### config.mk
export PLATFORM = sky130hd
export DESIGN_NAME = lfsr_byte_whitener
export DESIGN_NICKNAME = d
export VERILOG_FILES = /design/src/rtl/lbw_pkg.sv /design/src/rtl/lbw_step.sv /design/src/rtl/lfsr_byte_whitener.sv
export SDC_FILE = /design/constraint.sdc
export NUM_CORES = 1
export LEC_CHECK = 0
export ABC_AREA = 1
export BUFFER_PORTS_ARGS = -buffer_cell sky130_fd_sc_hd__buf_2
export CAP_MARGIN = 0
export CORE_MARGIN = 5
export CORE_UTILIZATION = 30
export CTS_CLUSTER_SIZE = 8
export DETAILED_ROUTE_END_ITERATION = 10
export PLACE_DENSITY = 0.56
export SETUP_SLACK_MARGIN = 0.2
export SYNTH_ARGS = -nofsm -noshare
export SYNTH_HDL_FRONTEND = slang
export SYNTH_SLANG_ARGS = --single-unit
### constraint.sdc
create_clock -name clock -period 24.2 [get_ports clock]
set_input_delay 2.42 -clock clock [delete_from_list [all_inputs] [get_ports clock]]
set_output_delay 2.42 -clock clock [all_outputs]
set_load 0.01 [all_outputs]
### src/rtl/lbw_pkg.sv
// ----------------------------------------------------------------------------
// lbw_pkg
// Shared types and constants for the LFSR byte whitener.
// ----------------------------------------------------------------------------
package lbw_pkg;

   localparam int unsigned StateWidth  = 32;
   localparam int unsigned OrderWidth  = 6;
   localparam int unsigned PosWidth    = 5;
   localparam int unsigned ByteWidth   = 8;
   localparam int unsigned BitsPerItem = 8;
   localparam int unsigned CsrIdxWidth = 2;

   localparam logic [StateWidth-1:0] ResetTapMask = 32'h0000_0021;
   localparam logic [StateWidth-1:0] ResetSeed    = 32'h0000_01ff;
   localparam logic [OrderWidth-1:0] ResetOrder   = 6'd9;

   typedef enum logic [1:0] {
      OP_WHITEN = 2'd0,
      OP_BIT    = 2'd1,
      OP_RESEED = 2'd2,
      OP_NONE   = 2'd3
   } op_type;

   typedef enum logic [CsrIdxWidth-1:0] {
      CSR_TAP_MASK = 2'd0,
      CSR_SEED     = 2'd1,
      CSR_ORDER    = 2'd2,
      CSR_UNUSED   = 2'd3
   } csr_idx_type;

   typedef struct packed {
      logic [StateWidth-1:0] tap_mask;
      logic [PosWidth-1:0]   insert_pos;
   } lfsr_cfg_type;

   typedef struct packed {
      logic [StateWidth-1:0] state_one;
      logic [StateWidth-1:0] state_all;
      logic [ByteWidth-1:0]  packed_bits;
      logic                  first_bit;
   } step_res_type;

endpackage

### src/rtl/lbw_step.sv
// ----------------------------------------------------------------------------
// lbw_step
// Unrolled LFSR bit steps: state after one step and after a full byte,
// plus the output bits packed MSB-first.
// ----------------------------------------------------------------------------
module lbw_step (
   input  logic [lbw_pkg::StateWidth-1:0] state,
   input  lbw_pkg::lfsr_cfg_type          cfg,
   output lbw_pkg::step_res_type          res
);

   logic [lbw_pkg::StateWidth-1:0] st [lbw_pkg::BitsPerItem+1];

   always_comb begin
      st[0] = state;
      for (int i = 0; i < lbw_pkg::BitsPerItem; i++) begin
         // feedback is OR'ed in; bits above the insert point are kept
         st[i+1] = (st[i] >> 1) |
                   ({{(lbw_pkg::StateWidth-1){1'b0}}, ^(st[i] & cfg.tap_mask)}
                    << cfg.insert_pos);
      end
   end

   always_comb begin
      res.state_one = st[1];
      res.state_all = st[lbw_pkg::BitsPerItem];
      res.first_bit = st[0][0];
      for (int i = 0; i < lbw_pkg::BitsPerItem; i++) begin
         res.packed_bits[lbw_pkg::ByteWidth-1-i] = st[i][0];
      end
   end

endmodule

### src/rtl/lfsr_byte_whitener.sv
// ----------------------------------------------------------------------------
// lfsr_byte_whitener
// Fibonacci LFSR data whitener: whiten a byte, emit one generator bit, or
// reload the seed.
// ----------------------------------------------------------------------------
//  channel  | ports                                   | direction
//  ---------+-----------------------------------------+----------
//  request  | req_valid req_stall req_op req_data_byte| in
//  response | rsp_valid rsp_stall rsp_result_value    | out
//  csr      | csr_write_enable csr_index csr_write_data| in
//
// One request per cycle while req_stall is low; an accepted request passes the input
// register, then the response register after the unrolled 8-step LFSR.
// Reseed and unused op codes give no response; reseed loads the seed in order.
// Reset is synchronous; state resets to the seed reset value.
// req_stall is raised only while a response is held by rsp_stall.
// ----------------------------------------------------------------------------
module lfsr_byte_whitener (
   input  logic                                clock,
   input  logic                                reset,
   input  logic                                req_valid,
   output logic                                req_stall,
   input  logic [1:0]                          req_op,
   input  logic [lbw_pkg::ByteWidth-1:0]       req_data_byte,
   output logic                                rsp_valid,
   input  logic                                rsp_stall,
   output logic [lbw_pkg::ByteWidth-1:0]       rsp_result_value,
   input  logic                                csr_write_enable,
   input  logic [lbw_pkg::CsrIdxWidth-1:0]     csr_index,
   input  logic [lbw_pkg::StateWidth-1:0]      csr_write_data
);

   logic [lbw_pkg::StateWidth-1:0] tap_mask_ff;
   logic [lbw_pkg::StateWidth-1:0] seed_ff;
   logic [lbw_pkg::OrderWidth-1:0] order_ff;
   logic [lbw_pkg::StateWidth-1:0] state_ff, state_in;

   logic                           s1_valid_ff, s1_valid_in;
   lbw_pkg::op_type                s1_op_ff;
   logic [lbw_pkg::ByteWidth-1:0]  s1_data_ff;

   logic                           rsp_valid_ff, rsp_valid_in;
   logic [lbw_pkg::ByteWidth-1:0]  rsp_value_ff, rsp_value_in;

   logic                           advance;
   logic                           req_take;
   logic [lbw_pkg::PosWidth-1:0]   insert_pos;
   lbw_pkg::lfsr_cfg_type          step_cfg;
   lbw_pkg::step_res_type          step_res;

   // csr registers
   always_ff @(posedge clock) begin
      if (reset) begin
         tap_mask_ff <= lbw_pkg::ResetTapMask;
         seed_ff     <= lbw_pkg::ResetSeed;
         order_ff    <= lbw_pkg::ResetOrder;
      end else if (csr_write_enable) begin
         unique case (lbw_pkg::csr_idx_type'(csr_index))
            lbw_pkg::CSR_TAP_MASK: tap_mask_ff <= csr_write_data;
            lbw_pkg::CSR_SEED:     seed_ff     <= csr_write_data;
            lbw_pkg::CSR_ORDER:    order_ff    <= csr_write_data[lbw_pkg::OrderWidth-1:0];
            default: ;
         endcase
      end
   end

   // order clamped to 1..32, insert position is order-1
   always_comb begin
      if (order_ff == '0) begin
         insert_pos = '0;
      end else if (order_ff > lbw_pkg::OrderWidth'(lbw_pkg::StateWidth)) begin
         insert_pos = lbw_pkg::PosWidth'(lbw_pkg::StateWidth - 1);
      end else begin
         insert_pos = lbw_pkg::PosWidth'(order_ff - 1'b1);
      end
   end

   assign step_cfg.tap_mask   = tap_mask_ff;
   assign step_cfg.insert_pos = insert_pos;

   lbw_step u_step (
      .state (state_ff),
      .cfg   (step_cfg),
      .res   (step_res)
   );

   assign advance   = !rsp_valid_ff || !rsp_stall;
   assign req_stall = s1_valid_ff && !advance;
   assign req_take  = req_valid && !req_stall;

   // an empty input stage takes a request even while the response is held
   always_comb begin
      s1_valid_in = s1_valid_ff;
      if (advance || !s1_valid_ff) begin
         s1_valid_in = req_take;
      end
   end

   always_comb begin
      state_in     = state_ff;
      rsp_valid_in = rsp_valid_ff && rsp_stall;
      rsp_value_in = rsp_value_ff;
      if (s1_valid_ff && advance) begin
         case (s1_op_ff)
            lbw_pkg::OP_WHITEN: begin
               state_in     = step_res.state_all;
               rsp_valid_in = 1'b1;
               rsp_value_in = s1_data_ff ^ step_res.packed_bits;
            end
            lbw_pkg::OP_BIT: begin
               state_in     = step_res.state_one;
               rsp_valid_in = 1'b1;
               rsp_value_in = {{(lbw_pkg::ByteWidth-1){1'b0}}, step_res.first_bit};
            end
            lbw_pkg::OP_RESEED: begin
               state_in = seed_ff;
            end
            default: ;
         endcase
      end
   end

   always_ff @(posedge clock) begin
      if (reset) begin
         state_ff     <= lbw_pkg::ResetSeed;
         s1_valid_ff  <= 1'b0;
         rsp_valid_ff <= 1'b0;
      end else begin
         state_ff     <= state_in;
         s1_valid_ff  <= s1_valid_in;
         rsp_valid_ff <= rsp_valid_in;
      end
   end

   always_ff @(posedge clock) begin
      if (req_take) begin
         s1_op_ff   <= lbw_pkg::op_type'(req_op);
         s1_data_ff <= req_data_byte;
      end
      rsp_value_ff <= rsp_value_in;
   end

   assign rsp_valid        = rsp_valid_ff;
   assign rsp_result_value = rsp_value_ff;

endmodule

==> flow_metrics.tcl, run 1 <==
set metrics [dict create \
    critPathLaunchType "register" \
    tightest_slew_ps 1300 \
    htree_levels 4 \
    synthFlopType "dfxtp_1" \
    cts_root_buf "clkbuf_16" \
    dp_hpwl_um 51500 \
    timing.rr.end "state_ff[8]$_SDFFE_PP1P_" \
    cts_buffers 17 \
    grt_pass1_vias 18400 \
    num_rows 87 \
    ys_ff_latch 122 \
    cts.clk_slew.worst_paths_ps 60 \
    ant_nets 0 \
    drc 0 \
    clkLatencyLatePin_ps 460 \
    netlist_instances 3357 \
    fin_crit_ps 16370 \
    num-fill-cells 6486 \
    ys_seq_area_frac 0.154 \
    ys_top_cells_by_area "nand2_1, dfxtp_1, inv_1" \
    synth_cell_types 41 \
    grt_use_total 0.215 \
    outcome "completed" \
    diodes 0 \
    cts_tree "built" \
    synthToLayoutAreaGrowth_pct 6.03 \
    syn_nets 3412 \
    cts_setup_buffers 0 \
    endpoint_kind "register" \
    crit_top_cell "nand2_1" \
    timing.rr.start "order_ff[0]$_SDFFE_PP1P_" \
    initial_utilization 0.302 \
    syn_area_um2 17000 \
    crit_fanout 85 \
    grt_pass1_wl_um 104000 \
    grt_max_degree 86 \
    ys_async_sr_fraction 0 \
    cts_buffer_depth 2 \
    synth.largest_area_cell "nand2_1" \
    crit_type "reg2reg" \
    drtIter0Drc 2213 \
    num_vias 20400 \
    port_buffers 58 \
    critPathSlowestCell "clkinv_2" \
    holdBufCountCts 0 \
    min_path_type "reg2reg" \
    finalWirelength_um 66900 \
    finClkSkew_ps 17.3 \
    final_layout_size_suffix_gt1_frac 0.0851 \
    pin_count 59 \
    drv_slew 0 \
    crit_path_max_incr_delay_ps 1100 \
    tns_ps 0 \
    dieArea_um2 61500 \
    cts_resized 0 \
    gp_congestion 0.990 \
    nNetsFinal 3380 \
    maxCapViolCount 0 \
    setup_viol 0 \
    cts.sinks 122 \
    yosys_warnings 0 \
    period_share 0.676 \
    total_power_uw 929 \
    hold_viol_final 0 \
    r2r_slack_ps 7830 \
    max_freq_mhz 61.1 \
    p_leak_nw 10.0 \
    overflow 0 \
    hold-path-endpoint "seed_ff[2]$_SDFFE_PP1P_" \
    ir_worst_vdd_uv 62.4 \
    wire_per_inst_um 16.3 \
    grt_antenna_before_repair 0 \
    firstDrtPassIters 6 \
    whs_path_depth 2 \
    min_from "seed_ff[2]$_SDFFE_PP1P_" \
    rsz0062_at_grt "no" \
    synth-edff-count 18 \
    coreArea_um2 56300 \
    yosysTopAreaCellShare 0.390 \
    die_h_um 248 \
    vias_per_cell 4.98 \
    cp.arrival_ps 16760 \
    hold_slack_ps 481 \
    die_w_um 248 \
    power_per_cell_area_nw_per_um2 51.6 \
    required_ps 24590 \
    avgSynthCellArea_um2 5.06 \
    r2r_cells 117 \
    slew-limit-headroom 0.128 \
]
-- cell usage in the layout (no fill, tap or decap), drive strengths merged --
cell and count:
nand2 1816, edfxtp 18, buf 92, xnor2 8
clkinv 97, inv 389, xor2 3, dfxtp 104
o31ai 1, a22oi 17, nand4 115, a31oi 7
clkinvlp 7, ha 6, o211ai 3, clkbuf 18
o21ai 98, bufinv 1, nor3 2, nand3 225
nor2 154, a21oi 157
-- through the flow --
step | cells | utilization | cell area, µm² | setup WS [ps]
after floorplan | 3357 | - | 17000 | 14230
after global placement | 4062 | 0.310 | 17400 | 8460
after detailed placement | 4062 | 0.310 | 17400 | 8370
after CTS | 4094 | 0.320 | 18000 | 8330
after global routing | 4094 | 0.320 | 18000 | 6420
final | 4094 | 0.320 | 18000 | 7830
-- worst max-delay path by stage --
stage          depth (start not counted)                startpoint                   endpoint
2_1_floorplan                        119  order_ff[0]$_SDFFE_PP1P_  state_ff[30]$_SDFFE_PP0P_
3_3_place_gp                         121  order_ff[0]$_SDFFE_PP1P_   state_ff[8]$_SDFFE_PP1P_
3_5_place_dp                         121  order_ff[0]$_SDFFE_PP1P_   state_ff[8]$_SDFFE_PP1P_
4_1_cts                              121  order_ff[0]$_SDFFE_PP1P_   state_ff[8]$_SDFFE_PP1P_
5_1_grt                              121  order_ff[0]$_SDFFE_PP1P_   state_ff[8]$_SDFFE_PP1P_
6_report                             117  order_ff[0]$_SDFFE_PP1P_   state_ff[8]$_SDFFE_PP1P_
-- logic make-up after synthesis --
family / Yosys count / synth area share
XOR/XNOR: 11 / 0.00567
flip-flops: 122 / 0.154
adder cells (fa/ha/maj): 6 / 0.00442
AND/OR/NAND/NOR: 2312 / 0.578
AO/OA/AOI/OAI: 283 / 0.0886
buffers and inverters: 623 / 0.169
-- critical path: cells and delay by family, from the launching register on --
family | cells | cell delay (ps)
and+or+nand+nor | 100 | 11430
buffers and inverters | 12 | 3130
AOI/OAI and AO/OA | 4 | 1150
DFF | 1 | 310
adders and majority gates | 1 | 210
-- synthesized netlist by cell type, types with 38 or more instances --
cell / instances
a21oi_1: 155
buf_4: 38
dfxtp_1: 104
nand3_1: 211
buf_6: 41
nand2_2: 50
inv_1: 370
nand4_1: 100
nor2_1: 105
clkinv_1: 90
o21ai_0: 88
nand2_1: 1763
-- flip-flops by register name, indices dropped and copies added, names as in the netlist --
name              cells
seed_ff              32
s1_valid_ff           1
s1_op_ff              2
rsp_valid             1
order_ff              6
s1_data_ff            8
tap_mask_ff          32
state_ff             32
rsp_result_value      8
-- final cells by class --
class                           count  area (µm²)  share of cell area
Sequential cell                   122        2620               0.146
Multi-Input combinational cell   2612       11500               0.640
Timing Repair Buffer               92         546              0.0303
Clock buffer                       18         429              0.0238
Tap cell                          756         946              0.0525
Clock inverter                     14         128             0.00709
Inverter                          480        1810               0.100
-- layer usage --
layer / global-route usage / vias to the layer above / routed length [µm]
met2: 0.329 / 933 / 28200
met5: 0 / - / 0
met4: 0.0933 / 0 / 3120
met3: 0.0434 / 175 / 6320
met1: 0.293 / 8986 / 29300
li1: - / 10300 / -
-- where the power goes --
group / internal (mW) / switching (mW)
registers: 0.218 / 0.0127
logic: 0.113 / 0.340
clock network: 0.141 / 0.106
total: 0.471 / 0.458
Note: power is estimated with default switching activity, not from simulation.
==> inputs of run 2 (changes only) <==
==> constraint.sdc (replaced) <==
create_clock -name clock -period 15.9 [get_ports clock]
set_input_delay 1.59 -clock clock [delete_from_list [all_inputs] [get_ports clock]]
set_output_delay 1.59 -clock clock [all_outputs]
set_load 0.01 [all_outputs]
==> flow_metrics.tcl, run 2 (synthesis results as in run 1) <==
set metrics [dict create \
    cts.sinks 122 \
    htree_levels 4 \
    timing.rr.end "state_ff[8]$_SDFFE_PP1P_" \
    endpoint_kind "register" \
    outcome "completed" \
    pin_count 59 \
    nNetsFinal 3397 \
    ir_worst_vdd_uv 87.9 \
    combPwrFrac 0.486 \
    dp_hpwl_um 52400 \
    cts_root_buf "clkbuf_16" \
    finClkSkew_ps 13.5 \
    crit_cells 126 \
    critPathLaunchType "register" \
    r2r_slack_ps 1410 \
    critPathSlowestCell "dfxtp_1" \
    num_rows 87 \
    grt_pass1_vias 17600 \
    vias_per_cell 4.98 \
    power_per_cell_area_nw_per_um2 79.8 \
    drv_slew 0 \
    firstDrtPassIters 8 \
    cts_setup_buffers 0 \
    timing.rr.start "tap_mask_ff[13]$_SDFFE_PP0P_" \
    coreArea_um2 56300 \
    crit_top_cell "nand2_1" \
    synthToLayoutAreaGrowth_pct 7.04 \
    path_buf_inv 13 \
    required_ps 16290 \
    crit_family "simple AND/OR/NAND/NOR gates" \
    fin_crit_ps 14490 \
    r2r_cells 126 \
    diodes 0 \
    cts_buffers 17 \
    final_cell_mix "nand2_1, inv_1, nand3_1" \
    max_freq_mhz 69.0 \
    overflow 0 \
    setup_viol 0 \
    p_leak_nw 10.1 \
    crit_type "reg2reg" \
    final_layout_size_suffix_gt1_frac 0.0891 \
    pwr-share-seq 0.238 \
    power_switching_uw 696 \
    crit_fanout 9 \
    crit_path_max_incr_delay_ps 680 \
    rsz0062_at_grt "no" \
    die_w_um 248 \
    cts_resized 0 \
    clkLatencyLatePin_ps 450 \
    min_path_type "reg2reg" \
    p_int_uw 755 \
    dieArea_um2 61500 \
    cp.arrival_ps 14870 \
    hold_slack_ps 462 \
    cts.clk_slew.worst_paths_ps 60 \
    startpoint "tap_mask_ff[13]$_SDFFE_PP0P_" \
    switching_share 0.479 \
    grt_max_degree 86 \
    finalWirelength_um 67400 \
    period_share 0.911 \
    drc 0 \
    final_common_cell "nand2_1" \
    largest_registers "seed_ff x32, state_ff x32, tap_mask_ff x32" \
    num_vias 20500 \
    slew-limit-headroom 0.247 \
    grt_use_total 0.212 \
    tns_ps 0 \
    drtIter0Drc 2080 \
    ant_nets 0 \
    cts_tree "built" \
    holdBufCountCts 0 \
    grt_pass1_wl_um 102000 \
    gp_congestion 0.967 \
    wire_per_inst_um 16.4 \
    port_buffers 58 \
    grt_antenna_before_repair 1 \
    hold_viol_final 0 \
    pwr-share-clk 0.276 \
    tightest_slew_ps 1120 \
    cts_buffer_depth 2 \
    maxCapViolCount 0 \
    cp-endpoint "state_ff[8]$_SDFFE_PP1P_" \
    initial_utilization 0.302 \
    die_h_um 248 \
]
run 2: tightest hold or removal path: stages (launching register included):
cell     delay [ps]
dfxtp_1         320
inv_1            50
a21oi_1          50
run 2: worst min-delay path by stage:
stage,end,cells after the start,from
finish,seed_ff[31]$_SDFFE_PP0P_,2,seed_ff[31]$_SDFFE_PP0P_
global route,seed_ff[31]$_SDFFE_PP0P_,2,seed_ff[31]$_SDFFE_PP0P_
CTS,seed_ff[31]$_SDFFE_PP0P_,2,seed_ff[31]$_SDFFE_PP0P_
detailed placement,seed_ff[31]$_SDFFE_PP0P_,2,seed_ff[31]$_SDFFE_PP0P_
global placement,seed_ff[31]$_SDFFE_PP0P_,2,seed_ff[31]$_SDFFE_PP0P_
floorplan,seed_ff[31]$_SDFFE_PP0P_,2,seed_ff[31]$_SDFFE_PP0P_
run 2: area by class of cell:
cell class	count	area [µm²]
tap	756	946
fill	6442	38100
clock inverter	10	114
clock buffer	22	487
multi-input combinational	2612	11500
inverter	480	1810
sequential	122	2620
timing repair buffer	109	673
run 2: stage by stage:
stage | total power, mW | area, µm² | std cells | util | setup slack (ps)
2_1_floorplan | 0.847 | 17000 | 3357 | - | 5930
3_3_place_gp | 1.03 | 17600 | 4079 | 0.312 | 1870
3_5_place_dp | 1.03 | 17600 | 4079 | 0.312 | 1810
4_1_cts | 1.44 | 18200 | 4111 | 0.323 | 1740
5_1_grt | 1.53 | 18200 | 4111 | 0.323 | 239
6_report | 1.45 | 18200 | 4111 | 0.323 | 1410
run 2: power by group through the flow:
stage                     logic [mW]  clock network [mW]  registers (mW)
final                          0.705               0.400           0.345
after CTS                      0.685               0.411           0.345
after global placement         0.683                   0           0.351
after global routing           0.760               0.424           0.347
after detailed placement       0.683                   0           0.351
after floorplan                0.501                   0           0.346
run 2: routing by layer:
| layer | vias to the layer above | share of wire | track usage |
|---|---|---|---|
| met3 | 146 | 0.096 | 0.0383 |
| met1 | 9101 | 0.43 | 0.290 |
| met2 | 915 | 0.43 | 0.332 |
| met5 | - | 0 | 0 |
| li1 | 10300 | - | - |
| met4 | 0 | 0.043 | 0.0821 |
